## src/plfsm_pkg.sv

```systemverilog
// Shared types and codes of the probe liveness tracker.
package plfsm_pkg;

	// Event kinds carried by req_type
	typedef enum logic [1:0] {
		EV_SEND    = 2'd0,
		EV_REPLY   = 2'd1,
		EV_TIMEOUT = 2'd2,
		EV_NONE    = 2'd3
	} ev_kind_t;

	// Result status codes
	typedef enum logic [2:0] {
		STS_OK           = 3'd0,
		STS_WRONG_TYPE   = 3'd1,
		STS_SEQ_MISMATCH = 3'd2,
		STS_ID_MISMATCH  = 3'd3,
		STS_SENT         = 3'd4,
		STS_TIMEOUT      = 3'd5
	} status_t;

	// Link state as reported on the result channel
	typedef enum logic [1:0] {
		LINK_INIT = 2'd0,
		LINK_UP   = 2'd1,
		LINK_LOSS = 2'd2,
		LINK_DOWN = 2'd3
	} link_code_t;

	// Configuration register indexes
	typedef enum logic [1:0] {
		CFG_LOSS_THRESHOLD = 2'd0,
		CFG_PROBE_INTERVAL = 2'd1,
		CFG_ECHO_IDENT     = 2'd2,
		CFG_UNUSED         = 2'd3
	} cfg_index_t;

	localparam int unsigned CfgDataWidth = 16;

	// Reply message type of a valid echo reply
	localparam logic [7:0] EchoReplyKind = 8'd0;

	typedef struct packed {
		logic [1:0]  req_type;
		logic [7:0]  reply_kind;
		logic [15:0] reply_sequence;
		logic [15:0] reply_ident;
		logic [7:0]  reply_hops;
		logic [3:0]  jitter;
	} req_item_t;

	typedef struct packed {
		logic [2:0]  status;
		logic [15:0] probe_sequence;
		logic [1:0]  link_state;
		logic [1:0]  prior_state;
		logic [15:0] missed_count;
		logic        period_update;
		logic [15:0] timer_period;
		logic [7:0]  last_hops;
	} rsp_item_t;

	// Configuration values handed from the register file to the core
	typedef struct packed {
		logic [15:0] loss_threshold;
		logic [15:0] probe_interval;
		logic [15:0] echo_ident;
	} cfg_t;

endpackage

```

## src/probe_target_liveness_fsm.sv

```systemverilog
// Top level of the per-target echo-probe liveness tracker.
//
//  channel | handshake               | payload
//  --------+-------------------------+-------------------------------
//  req     | req_valid / req_ready   | req (req_item_t), one event
//  rsp     | rsp_valid / rsp_ready   | rsp (rsp_item_t), one result
//  cfg     | cfg_we                  | cfg_index, cfg_data
//
// An event is registered on transfer and updated when it leaves the input register;
// its result is then captured in the output register, which drives rsp_valid.
// One event per cycle is sustained; the input and output registers decouple
// the sides, so req_ready only drops while both hold an item and rsp stalls.
// An event of the unused kind updates nothing and gives no result.
// Reset clears the tracker state and the config registers to their defaults.
module probe_target_liveness_fsm (
	input  logic                                clk,
	input  logic                                arst_n,
	input  logic                                req_valid,
	output logic                                req_ready,
	input  plfsm_pkg::req_item_t                req,
	output logic                                rsp_valid,
	input  logic                                rsp_ready,
	output plfsm_pkg::rsp_item_t                rsp,
	input  logic                                cfg_we,
	input  logic [1:0]                          cfg_index,
	input  logic [plfsm_pkg::CfgDataWidth-1:0]  cfg_data
);
	import plfsm_pkg::*;

	logic       valid_s1;
	req_item_t  ev_s1;
	logic       valid_s2;
	rsp_item_t  rsp_s2;
	logic       advance;
	logic       fire;
	logic       has_result;
	rsp_item_t  result;
	cfg_t       cfg;

	plfsm_cfg u_cfg (
		.clk       (clk),
		.arst_n    (arst_n),
		.cfg_we    (cfg_we),
		.cfg_index (cfg_index),
		.cfg_data  (cfg_data),
		.cfg       (cfg)
	);

	plfsm_core u_core (
		.clk        (clk),
		.arst_n     (arst_n),
		.fire       (fire),
		.ev         (ev_s1),
		.cfg        (cfg),
		.has_result (has_result),
		.result     (result)
	);

	// Output register frees up when empty or being taken
	assign advance   = !valid_s2 || rsp_ready;
	assign fire      = valid_s1 && advance;
	assign req_ready = !valid_s1 || advance;

	// Input stage control
	always_ff @(posedge clk or negedge arst_n) begin
		if (!arst_n) begin
			valid_s1 <= 1'b0;
		end else if (req_valid && req_ready) begin
			valid_s1 <= 1'b1;
		end else if (fire) begin
			valid_s1 <= 1'b0;
		end
	end

	// Capture the event on transfer
	always_ff @(posedge clk) begin
		if (req_valid && req_ready) begin
			ev_s1 <= req;
		end
	end

	// Output stage control: hold while stalled
	always_ff @(posedge clk or negedge arst_n) begin
		if (!arst_n) begin
			valid_s2 <= 1'b0;
		end else if (advance) begin
			valid_s2 <= fire && has_result;
		end
	end

	always_ff @(posedge clk) begin
		if (advance && fire && has_result) begin
			rsp_s2 <= result;
		end
	end

	assign rsp_valid = valid_s2;
	assign rsp       = rsp_s2;

endmodule

```

## src/plfsm_cfg.sv

```systemverilog
// Configuration register file of the probe liveness tracker.
module plfsm_cfg (
	input  logic                                 clk,
	input  logic                                 arst_n,
	input  logic                                 cfg_we,
	input  logic [1:0]                           cfg_index,
	input  logic [plfsm_pkg::CfgDataWidth-1:0]   cfg_data,
	output plfsm_pkg::cfg_t                      cfg
);
	import plfsm_pkg::*;

	logic [15:0] loss_threshold_q;
	logic [15:0] probe_interval_q;
	logic [15:0] echo_ident_q;

	// Decode the write; indexes past the list are dropped
	always_ff @(posedge clk or negedge arst_n) begin
		if (!arst_n) begin
			loss_threshold_q <= 16'd10;
			probe_interval_q <= 16'd10;
			echo_ident_q     <= 16'd0;
		end else if (cfg_we) begin
			unique case (cfg_index_t'(cfg_index))
				CFG_LOSS_THRESHOLD: loss_threshold_q <= cfg_data;
				CFG_PROBE_INTERVAL: probe_interval_q <= cfg_data;
				CFG_ECHO_IDENT:     echo_ident_q     <= cfg_data;
				CFG_UNUSED:         ;
				default:            ;
			endcase
		end
	end

	assign cfg.loss_threshold = loss_threshold_q;
	assign cfg.probe_interval = probe_interval_q;
	assign cfg.echo_ident     = echo_ident_q;

endmodule

```

## src/plfsm_core.sv

```systemverilog
// Tracker state and the per-event update logic.
module plfsm_core (
	input  logic                  clk,
	input  logic                  arst_n,
	input  logic                  fire,
	input  plfsm_pkg::req_item_t  ev,
	input  plfsm_pkg::cfg_t       cfg,
	output logic                  has_result,
	output plfsm_pkg::rsp_item_t  result
);
	import plfsm_pkg::*;

	typedef enum logic [3:0] {
		ST_INIT = 4'b0001,
		ST_UP   = 4'b0010,
		ST_LOSS = 4'b0100,
		ST_DOWN = 4'b1000
	} state_t;

	localparam logic [9:0]  BackoffStep = 10'd15;
	localparam logic [9:0]  BackoffMin  = 10'd10;
	localparam logic [9:0]  BackoffMax  = 10'd600;
	// Excess loss at which the step reaches the ceiling
	localparam logic [16:0] BackoffSat  = 17'(600 / 15);

	state_t      cur_q, cur_d;
	state_t      prev_q, prev_d;
	logic [15:0] loss_q, loss_d;
	logic [15:0] next_seq_q, next_seq_d;
	logic [15:0] sent_seq_q, sent_seq_d;
	logic        seen_q, seen_d;
	logic [7:0]  hops_q, hops_d;
	status_t     status;
	logic        upd;
	logic [15:0] period;

	function automatic link_code_t encode(input state_t s);
		link_code_t c;
		unique case (s)
			ST_INIT: c = LINK_INIT;
			ST_UP:   c = LINK_UP;
			ST_LOSS: c = LINK_LOSS;
			ST_DOWN: c = LINK_DOWN;
			default: c = LINK_INIT;
		endcase
		return c;
	endfunction

	// Linear backoff in tenths, clamped, plus jitter
	function automatic logic [15:0] backoff(input logic [15:0] loss,
			input logic [15:0] thr, input logic [3:0] jit);
		logic [16:0] diff;
		logic [9:0]  base;
		diff = {1'b0, loss} - {1'b0, thr};
		if (loss <= thr) begin
			base = BackoffMin;
		end else if (diff >= BackoffSat) begin
			base = BackoffMax;
		end else begin
			base = 10'(diff[5:0]) * BackoffStep;
		end
		return 16'(base) + 16'(jit);
	endfunction

	// Work out the next state and the result of one event
	always_comb begin
		cur_d      = cur_q;
		prev_d     = prev_q;
		loss_d     = loss_q;
		next_seq_d = next_seq_q;
		sent_seq_d = sent_seq_q;
		seen_d     = seen_q;
		hops_d     = hops_q;
		status     = STS_SENT;
		upd        = 1'b0;
		period     = 16'd0;
		has_result = 1'b1;
		unique case (ev_kind_t'(ev.req_type))
			EV_SEND: begin
				seen_d     = 1'b0;
				sent_seq_d = next_seq_q;
				next_seq_d = next_seq_q + 16'd1;
				status     = STS_SENT;
			end
			EV_REPLY: begin
				hops_d = ev.reply_hops;
				if (ev.reply_kind != EchoReplyKind) begin
					status = STS_WRONG_TYPE;
				end else if (ev.reply_sequence != sent_seq_q) begin
					status = STS_SEQ_MISMATCH;
				end else if (ev.reply_ident != cfg.echo_ident) begin
					status = STS_ID_MISMATCH;
				end else begin
					prev_d = cur_q;
					cur_d  = ST_UP;
					loss_d = 16'd0;
					seen_d = 1'b1;
					upd    = 1'b1;
					period = (cfg.probe_interval == 16'd0) ? 16'd1 : cfg.probe_interval;
					status = STS_OK;
				end
			end
			EV_TIMEOUT: begin
				if (!seen_q) begin
					loss_d = (loss_q == 16'hFFFF) ? loss_q : loss_q + 16'd1;
					if (cur_q == ST_UP) begin
						prev_d = cur_q;
						cur_d  = ST_LOSS;
					end else if (cur_q == ST_LOSS && loss_d > cfg.loss_threshold) begin
						prev_d = cur_q;
						cur_d  = ST_DOWN;
					end
				end
				if (cur_d == ST_DOWN || cur_d == ST_INIT) begin
					upd    = 1'b1;
					period = backoff(loss_d, cfg.loss_threshold, ev.jitter);
				end
				status = STS_TIMEOUT;
			end
			EV_NONE: begin
				has_result = 1'b0;
			end
			default: begin
				has_result = 1'b0;
			end
		endcase
	end

	// Commit the update when the event leaves the input stage
	always_ff @(posedge clk or negedge arst_n) begin
		if (!arst_n) begin
			cur_q      <= ST_INIT;
			prev_q     <= ST_INIT;
			loss_q     <= 16'd0;
			next_seq_q <= 16'd1;
			sent_seq_q <= 16'd1;
			seen_q     <= 1'b0;
			hops_q     <= 8'd0;
		end else if (fire) begin
			cur_q      <= cur_d;
			prev_q     <= prev_d;
			loss_q     <= loss_d;
			next_seq_q <= next_seq_d;
			sent_seq_q <= sent_seq_d;
			seen_q     <= seen_d;
			hops_q     <= hops_d;
		end
	end

	assign result.status         = status;
	assign result.probe_sequence = sent_seq_d;
	assign result.link_state     = encode(cur_d);
	assign result.prior_state    = encode(prev_d);
	assign result.missed_count   = loss_d;
	assign result.period_update  = upd;
	assign result.timer_period   = period;
	assign result.last_hops      = hops_d;

endmodule

```

## config.mk

```make
export PLATFORM = sky130hd
export DESIGN_NAME = probe_target_liveness_fsm
export DESIGN_NICKNAME = d
export VERILOG_FILES = /design/src/plfsm_pkg.sv /design/src/probe_target_liveness_fsm.sv /design/src/plfsm_cfg.sv /design/src/plfsm_core.sv
export SDC_FILE = /design/constraint.sdc
export NUM_CORES = 1
export LEC_CHECK = 0
export ABC_AREA = 1
export ABC_CLOCK_PERIOD_IN_PS = 14400
export BUFFER_PORTS_ARGS = -buffer_cell sky130_fd_sc_hd__buf_2
export CORE_ASPECT_RATIO = 1.5
export CORE_UTILIZATION = 40
export CTS_CLUSTER_SIZE = 16
export DETAILED_ROUTE_END_ITERATION = 8
export SYNTH_ARGS = -nofsm -noshare
export SYNTH_HDL_FRONTEND = slang
export SYNTH_SLANG_ARGS = --single-unit
```

## constraint.sdc

```tcl
create_clock -name clk -period 14.4 [get_ports clk]
set_input_delay 1.44 -clock clk [delete_from_list [all_inputs] [get_ports clk]]
set_output_delay 1.44 -clock clk [all_outputs]
set_load 0.01 [all_outputs]
```

==> metrics, run 1 <==
top sig layer=met4; cell area after synthesis=about 0.012 mm2; Port Buf Inserts=~140; die height=218 um; Arrival @ worst endpoint=6.52 ns; Mapped Nets=about 1,500; leak pwr=6.81 nW; Core Util, Final=0.476; Syn-to-layout area delta=16.0%; Post-CTS Resized=0; Max Slew Vio Count=0; total setup buffers inserted after CTS=0; internal power=roughly 1.7 mW; via count=~9,500; Post-synth EDFFs=approximately 120; CTS Sinks=roughly 230; clk_lat worst skew=0.56 ns; Final #Nets=between 1,500 and 2,000; Setup Skew=roughly 0.036 ns; num rows=a little under 80; final wirelength=30.7 mm; Critical Path RT=~15 ns; Crit path top cell by count=nand2_1; commonest non-fill, non-tap cell in the layout=nand2_1; setup violators final=0; Slew HR=0.370; largest net degree at the start of global routing=a little under 90; drt pass-1 iters=6; P per Cell Area=204 mW/mm2; reg-to-reg setup timing slack=between 8 and 9 ns; Yosys warnings=0; minimum clock period=between 6 and 7 ns; most frequent cells in the layout=345 x nand2_1, 204 x inv_1, 153 x o21ai_0; Critical Path End Type=flop; post-synthesis sequential area ratio=0.515; initial antenna violation count=1; hold_buf cts=0; Max VDD drop=0.185 mV; # IOs=roughly 140; CP Class=flop to flop; fillers=around 3,000; final hold violations=0; Met3 Wirelength=roughly 1 mm; post-synthesis register bit count=between 200 and 250; Clock power frac=0.225; core area=between 0.03 and 0.04 mm2; fin crit share=0.432; sequential share of power=0.298; first-pass GRT wire length=49.3 mm; Die X=146 um; max-cap violation count=0; Synth Flop Type=edfxtp_1; die area=roughly 0.032 mm2; Detail Route Antenna Nets=0; worst-margin pin slew=roughly 0.94 ns; layout cells sized above 1=0.163; Setup TNS Final=0 ns; register area=approximately 0.0064 mm2; Tightest Hold Check Type=flop to flop; CP peak stage delay=between 0.6 and 0.7 ns; Detailed Place HPWL=23.4 mm; CTS Buf Count=25; total grt overflow=0; Sw Share=0.412; Async SR Flop Fraction=0.494; CP Max Fanout=6; Mapped Avg Cell Area=9.01 um2; TritonCTS clock tree=done; Root Driver=clkbuf_16; distinct cell type count after synthesis=45; drt wl/cell=15.7 um; Worst-path clk slew=approximately 0.06 ns; status=completed; Startpoint Class=flop; RSZ-0062 raised after global routing=false; Multi-input gate area=roughly 0.005 mm2; vias in the first global route=about 9,600; DRT iter0 DRCs=472; Gate Count Post-Synth=approximately 1,400; detailed-route wire length on metal 1=between 10 and 15 mm; Global Route Usage Sum=0.198; CTS max path bufs=3; vias per cell=around 5; FMAX=roughly 160 MHz; Psw=1.22 mW; Initial Utilization=0.410; DRC Markers=0; htree depth=1; Placer Congestion=between 0.9 and 1; metal2 WL=between 15 and 20 mm; Comb pwr share=0.478; Worst path slowest cell=xor2_1
-- sequential cells by signal, summed over array words and instances, names as in the netlist --
register,flops
rsp_valid,1
u_cfg.loss_threshold_q,16
valid_s1,1
u_core.seen_q,1
u_core.loss_q,16
u_core.prev_q,4
u_cfg.echo_ident_q,16
u_core.next_seq_q,16
ev_s1,54
u_core.hops_q,8
u_core.cur_q,4
u_cfg.probe_interval_q,16
u_core.sent_seq_q,16
rsp,64
-- area by class of cell --
class / instances / area share
antenna: 1 / 0.000173
inverter: 213 / 0.0553
multi-input combinational: 911 / 0.355
tap: 400 / 0.0345
timing repair buffer: 147 / 0.0518
sequential: 233 / 0.444
clock inverter: 10 / 0.00837
clock buffer: 36 / 0.0509
-- routing by layer --
layer,vias to the layer above,global-route usage
met4,0,0.0868
li1,4822,-
met2,203,0.378
met1,4450,0.215
met3,68,0.0282
met5,-,0
-- worst paths after layout --
kind | cells after the start | start | endpoint
hold / removal | 1 | u_core.next_seq_q[15]$_DFFE_PN0P_ | u_core.next_seq_q[15]$_DFFE_PN0P_
setup / recovery | 33 | u_core.loss_q[1]$_DFFE_PN0P_ | rsp[16]$_DFFE_PP_
min in group asynchronous | 1 | arst_n | u_core.hops_q[5]$_DFFE_PN0P_
setup reg to reg | 33 | u_core.loss_q[1]$_DFFE_PN0P_ | rsp[16]$_DFFE_PP_
hold reg to reg | 1 | u_core.next_seq_q[15]$_DFFE_PN0P_ | u_core.next_seq_q[15]$_DFFE_PN0P_
max in group asynchronous | 2 | arst_n | u_core.loss_q[13]$_DFFE_PN0P_
-- synthesized netlist by cell type (all sizes together) (16+ instances only) --
cell,instances,area (um2)
nand2,355,1360
inv,212,798
o21ai,165,837
edfxtp,118,3540
dfrtp,107,2680
nor2,71,319
nand3,64,368
ha,59,738
a21oi,41,220
xor2,30,263
xnor2,27,236
clkbuf,25,93.8
nor3,23,150
o22ai,16,106
-- power groups by stage --
stage / combinational [mW] / clock, mW / sequential [mW]
2_1_floorplan: 1.08 / 0 / 0.892
3_3_place_gp: 1.39 / 0 / 0.888
3_5_place_dp: 1.42 / 0 / 0.890
4_1_cts: 1.43 / 0.680 / 0.879
5_1_grt: 1.65 / 0.707 / 0.890
6_report: 1.41 / 0.664 / 0.879
-- stage by stage --
step	power, mW	instance area [um2]	setup slack, ns	hold slack (ns)	cells
global placement	2.28	13600	8.35	0.460	1904
finish	2.95	14500	8.18	0.471	1951
global route	3.24	14500	7.57	0.501	1950
detailed placement	2.31	13600	8.16	0.462	1904
CTS	2.98	14500	8.18	0.474	1950
floorplan	1.97	12500	8.86	0.441	1387
-- worst max-delay path: cells and delay by family, from the launching register on --
family | cells | cell delay [ns]
xor+xnor | 2 | 0.70
simple gates | 18 | 1.90
compound gates | 4 | 0.70
flops | 1 | 0.41
fa+ha+maj | 5 | 1.82
buf+inv | 4 | 0.42
-- cell families after synthesis --
| family | Yosys count | share of synthesized area |
|---|---|---|
| buffers and inverters | 243 | 0.0735 |
| DFF | 233 | 0.515 |
| adders and majority gates | 70 | 0.0767 |
| AOI/OAI and AO/OA | 229 | 0.0973 |
| and+or+nand+nor | 555 | 0.198 |
| xor gates and xnor gates | 57 | 0.0400 |
Note: power is estimated with default switching activity, not from simulation.
==> run 2, diff against run 1 <==
- ABC_CLOCK_PERIOD_IN_PS: 14400 -> 5200
- clock period: 14.4 -> 5.2 ns (I/O delays scaled with it)
==> run 2 against run 1 <==
First-iteration DRC count is 13% higher. The flow now finishes with violations (negative setup slack). Worst setup slack got worse by 8.2 ns. Clock power increased to 2.6 times the previous value. Highest routed layer is now met5. Maximum frequency grew 18%. Via count up 5.7%. Critical path type unchanged. Clock skew down 0.015 ns. Final cell count up 6.4%. Global-route usage grew 0.40 points. Sequential share of layout area decreased by 3.6 points.
==> metrics, run 2 (same netlist as run 1, synthesis figures left out) <==
final worst slack=-0.0660 ns (-8.24 ns); Sw Share=0.392 (-0.0196); drt wl/cell=15.5 um (-1.6%); max reg flops=64 (unchanged); via count=10,100 (+5.7%); drt pass-1 iters=8 (+2); Final Power=9.90 mW (+240%); Syn-to-layout area delta=26.3%; Critical Path End Type=flop; Clock power frac=0.172 (-0.053); Max Slew Vio Count=0 (unchanged); Area after DPL=0.0145 mm2 (+6.0%); Root Driver=clkbuf_16; Max VDD drop=0.702 mV (+280%); FMAX=190 MHz (+18%); Crit path top cell by count=inv_2; final hold violations=0 (unchanged); # IOs=143 (unchanged); DRC Markers=0 (unchanged); TritonCTS clock tree=done; CP peak stage delay=0.51 ns (-0.10 ns); Arrival @ worst endpoint=5.54 ns (-0.98 ns); layout cells sized above 1=0.263 (+0.0995); Worst path slowest cell=fa_1; CP Max Fanout=3 (-3); Psw=3.88 mW (+220%); RSZ-0062 raised after global routing=true; worst slack, placed=-0.309 ns (-8.47 ns); failing checks=negative setup slack; Startpoint Class=flop; Initial Utilization=0.410 (unchanged); htree depth=1 (unchanged); Die X=146 um (unchanged); vias per cell=4.86 (-0.65%); status=finished with violations; vias in the first global route=9,915 (+3.4%); minimum clock period=5.27 ns (-0.959 ns); final wirelength=32.2 mm (+4.7%); Setup Skew=0.0206 ns (-0.0151 ns); P per Cell Area=627 mW/mm2 (+210%); Detailed Place HPWL=24.2 mm (+3.3%); Critical Path RT=5.47 ns (-9.23 ns); largest net degree at the start of global routing=87 (unchanged); Detail Route Antenna Nets=0 (unchanged); CTS Sinks=233 (unchanged); CP Class=flop to flop; total grt overflow=0 (unchanged); num rows=78 (unchanged); clk_lat worst skew=0.53 ns (-0.03 ns); Port Buf Inserts=142 (unchanged); max-cap violation count=0 (unchanged); Placer Congestion=0.866 (-6.4%); Global Route Usage Sum=0.202 (+0.00403); fin crit share=1.01 (+0.580); die area=0.0320 mm2 (unchanged); initial antenna violation count=3 (+2); Final Non-Filler Cells=2,076 (+6.4%); leak pwr=7.45 nW (+9.3%); Worst-path clk slew=0.07 ns (about the same); # placed instances=2,003 (+5.2%); worst-margin pin slew=0.967 ns (+0.0248 ns); first-pass GRT wire length=50.3 mm (+2.1%); Tightest Hold Check Type=primary input to flop; sequential share of power=0.246 (-0.052); CTS Buf Count=23 (-8.0%); commonest non-fill, non-tap cell in the layout=nand2_1; most frequent cells in the layout=338 x nand2_1, 195 x inv_1, 141 x o21ai_0, 141 x buf_2, 134 x buf_4; Comb pwr share=0.583 (+0.105); die height=218 um (unchanged); Final #Nets=1,805 (+7.6%); setup violators final=4 (+4); Slew HR=0.354 (-0.0166); internal power=6.02 mW (+250%); CTS max path bufs=3 (unchanged); core area=0.0304 mm2 (unchanged); DRT iter0 DRCs=535 (+13%); Final Cell Area=0.0158 mm2 (+8.8%)
-- run 2: changes by cell type in the layout (fill, tap and decap cells not counted), moves of 9 or more --
cell and delta:
inv_1 -9, ha_4 +13, o21ai_0 -12, buf_4 +128, ha_1 -17
-- run 2: cell type report --
| cell class | instances | area, um2 |
|---|---|---|
| multi-input combinational | 911 | 5560 |
| tap | 400 | 500 |
| fill | 2878 | 14700 |
| sequential | 233 | 6430 |
| clock inverter | 9 | 125 |
| antenna | 1 | 2.50 |
| clock buffer | 33 | 634 |
| inverter | 213 | 805 |
| timing repair buffer | 276 | 1720 |
-- run 2: timing repair --
| item | 4_1_cts | 5_1_grt |
|---|---|---|
| setup buffers | 14 | 15 |
| gates resized for setup | 35 | 40 |
| pin swaps | 19 | 37 |
| cloned | 0 | 0 |
| hold buffers | 1 | 0 |
| endpoints found under the hold margin | 27 | 0 |
| endpoints found under the setup margin | 7 | 8 |
-- run 2: per-stage QoR --
stage / util / setup TNS [ns] / hold WS (ns)
6_report: 0.518 / -0.168 / 0.164
5_1_grt: 0.518 / -1.78 / 0.145
4_1_cts: 0.508 / -0.00160 / 0.136
3_5_place_dp: 0.475 / -1.54 / 0.457
3_3_place_gp: 0.475 / -0.475 / 0.461
2_1_floorplan: - / -0.199 / 0.224
-- run 2: final timing paths --
kind | startpoint | endpoint | slack, ns | depth (start not counted)
max | u_core.loss_q[1]$_DFFE_PN0P_ | rsp[16]$_DFFE_PP_ | -0.07 | 31
min | req[29] | ev_s1[29]$_DFFE_PP_ | 0.16 | 1
max reg2reg | u_core.loss_q[1]$_DFFE_PN0P_ | rsp[16]$_DFFE_PP_ | -0.07 | 31
min reg2reg | u_core.next_seq_q[15]$_DFFE_PN0P_ | u_core.next_seq_q[15]$_DFFE_PN0P_ | 0.48 | 1
max in group asynchronous | arst_n | u_cfg.probe_interval_q[11]$_DFFE_PN0P_ | 3.76 | 3
min in group asynchronous | arst_n | u_core.sent_seq_q[12]$_DFFE_PN0P_ | 0.48 | 2
-- run 2: power groups by stage --
stage	Clock, mW	Sequential (mW)	Combinational, mW
floorplan	0	2.47	3.02
global placement	0	2.46	4.62
detailed placement	0	2.46	4.73
CTS	1.75	2.43	5.17
global route	1.82	2.46	6.37
finish	1.70	2.43	5.77
-- run 2: critical path: cells and delay by family (launching register included) --
kind | cells | cell delay (ns)
AO/OA/AOI/OAI | 3 | 0.21
XOR/XNOR | 2 | 0.32
flip-flops | 1 | 0.39
AND/OR/NAND/NOR | 12 | 1.16
adder cells (fa/ha/maj) | 7 | 2.53
buffers and inverters | 7 | 0.39
-- run 2: layer usage --
layer	share of wire	wire, um	vias up	track usage
met5	0.00037	12	-	0
met4	0.030	969	2	0.0788
li1	-	-	5070	-
met2	0.55	17600	216	0.391
met1	0.38	12300	4745	0.219
met3	0.039	1250	55	0.0282
==> run 3, diff against run 2 <==
==> constraint.sdc (replaced) <==
create_clock -name clk -period 5.2 [get_ports clk]
set_input_delay 0 -clock clk [delete_from_list [all_inputs] [get_ports clk]]
set_output_delay 0 -clock clk [all_outputs]
set_load 0.01 [all_outputs]
==> run 3 against run 2 <==
The run still ends with negative setup slack left. Cell area grew 4.4%. Global-route usage rose by 0.78 points. Critical path depth decreased by 1. Sequential power is essentially flat. Critical endpoint is now rsp[14]$_DFFE_PP_.
==> metrics, run 3 (same netlist as run 1, synthesis figures left out) <==
status=finished with violations; failing checks=negative setup slack; leak pwr=7.73 nW (+3.9%); die height=218 um (unchanged); layout cells sized above 1=0.250 (-0.0131); first-pass GRT wire length=52.6 mm (+4.4%); FMAX=189 MHz (-0.41%); CTS Sinks=233 (unchanged); Startpoint Class=flop; DRC Markers=0 (unchanged); Initial Utilization=0.410 (unchanged); CP Max Fanout=3 (unchanged); Worst path slowest cell=fa_1; delay-heaviest family, CP=adder cells; Global Route Usage Sum=0.210 (+0.00782); vias per cell=4.85 (-0.20%); RSZ-0062 raised after global routing=true; Arrival @ worst endpoint=5.56 ns (+0.02 ns); Worst-path clk slew=0.06 ns (about the same); fin crit share=1.02 (+0.00412); drt pass-1 iters=4 (-4); core area=0.0304 mm2 (unchanged); final wirelength=33.0 mm (+2.5%); Detailed Place HPWL=24.2 mm (-0.16%); clk_lat worst skew=0.54 ns (about the same); # IOs=143 (unchanged); drt wl/cell=15.4 um (-0.52%); initial antenna violation count=0 (-3); P per Cell Area=609 mW/mm2 (-2.9%); Placer Congestion=0.867 (about the same); vias in the first global route=10,600 (+6.5%); DRT iter0 DRCs=439 (-18%); fillers=2,782 (-3.3%); commonest non-fill, non-tap cell in the layout=nand2_1; largest net degree at the start of global routing=87 (unchanged); Die X=146 um (unchanged); Detail Route Antenna Nets=0 (unchanged); CP Class=flop to flop; Max VDD drop=0.553 mV (-21%); minimum clock period=5.29 ns (+0.0214 ns); final worst slack=-0.0874 ns (-0.0214 ns); final hold violations=0 (unchanged); via count=10,400 (+2.8%); Syn-to-layout area delta=31.8%; final hold slack=0.0484 ns (-0.115 ns); TritonCTS clock tree=done; worst-margin pin slew=1.06 ns (+0.0964 ns); most frequent cells in the layout=338 x nand2_1, 194 x inv_1, 141 x o21ai_0, 141 x buf_2, 122 x buf_4; Max Slew Vio Count=0 (unchanged); Tightest Hold Check Type=primary input to asynchronous set/reset pin; Crit path top cell by count=inv_2; CP startpoint=u_core.loss_q[1]$_DFFE_PN0P_; CP Buf/Inv Count=7 (unchanged); die area=0.0320 mm2 (unchanged); ANT cells=0 (-1); Critical Path End Type=flop; CTS Buf Count=24 (+4.3%); Setup Skew=0.0184 ns (-0.00225 ns); CTS max path bufs=3 (unchanged); Core Util, Final=0.541 (+0.0226); register area=0.00643 mm2 (unchanged); Multi-input gate area=0.00554 mm2 (-0.45%); CP peak stage delay=0.52 ns (about the same); Critical Path RT=5.47 ns (about the same); Slew HR=0.290 (-0.0642); worst r2r src=u_core.loss_q[1]$_DFFE_PN0P_; total grt overflow=0 (unchanged); setup violators final=6 (+2); Setup TNS Final=-0.413 ns (-0.245 ns); Root Driver=clkbuf_16; max reg flops=64 (unchanged); Port Buf Inserts=142 (unchanged); Final #Nets=1,868 (+3.5%); htree depth=1 (unchanged); num rows=78 (unchanged); max-cap violation count=0 (unchanged)
-- run 3: cell types whose count changed in the layout (fill, tap and decap cells not counted), sizes merged --
| cell | before | now |
|---|---|---|
| dlygate4sd3 | 1 | 75 |
| clkinv | 5 | 10 |
| diode | 1 | 0 |
| buf | 275 | 263 |
| clkbuf | 33 | 29 |
| bufinv | 3 | 4 |
-- run 3: layout make-up --
class,instances,share of cell area
sequential,233,0.391
clock buffer,29,0.0389
clock inverter,15,0.0112
inverter,213,0.0489
timing repair buffer,338,0.144
multi-input combinational,911,0.336
tap,400,0.0304
-- run 3: worst reg2reg max path: cells and delay by family, from the launching register on --
family / cells / cell delay [ns]
flip-flops: 1 / 0.39
buffers and inverters: 7 / 0.38
XOR/XNOR: 3 / 0.50
AO/OA/AOI/OAI: 2 / 0.17
AND/OR/NAND/NOR: 11 / 1.03
adder cells (fa/ha/maj): 7 / 2.54
-- run 3: final timing paths --
path / endpoint / slack (ns) / depth (start not counted)
worst min register to register: u_core.next_seq_q[15]$_DFFE_PN0P_ / 0.48 / 1
worst max-delay path: rsp[14]$_DFFE_PP_ / -0.09 / 30
min in group clk: ev_s1[41]$_DFFE_PP_ / 0.18 / 2
worst min-delay path: u_core.sent_seq_q[13]$_DFFE_PN0P_ / 0.05 / 2
max in group asynchronous: u_cfg.echo_ident_q[12]$_DFFE_PN0P_ / 3.82 / 3
worst max register to register: rsp[14]$_DFFE_PP_ / -0.09 / 30
-- run 3: timing repair --
item                       CTS  global route
hold endpoints to repair   155             0
setup endpoints to repair    7             9
hold buffers                75             0
pin swaps                   15            35
setup buffers               10            11
resized for setup           23            54
-- run 3: per-layer routing --
layer  global-route usage  wire, um
met3               0.0267       991
met2                0.410     18100
met4               0.0806      1150
met5                    0         0
met1                0.227     12700
-- run 3: through the flow --
stage	power, mW	setup slack (ns)	std cells	instance area [um2]
finish	10.0	-0.0874	2139	16500
global route	10.8	-0.377	2139	16500
CTS	9.45	-0.0880	2128	16200
detailed placement	7.18	-0.271	1999	14400
global placement	7.08	-0.129	1999	14400
floorplan	5.49	-0.0940	1387	12600
-- run 3: report_power, final --
group	internal [mW]	switching [mW]	total [mW]
Clock	1.08	0.734	1.81
Sequential	2.27	0.162	2.43
Combinational	2.74	3.04	5.78
Total	6.09	3.94	10.0
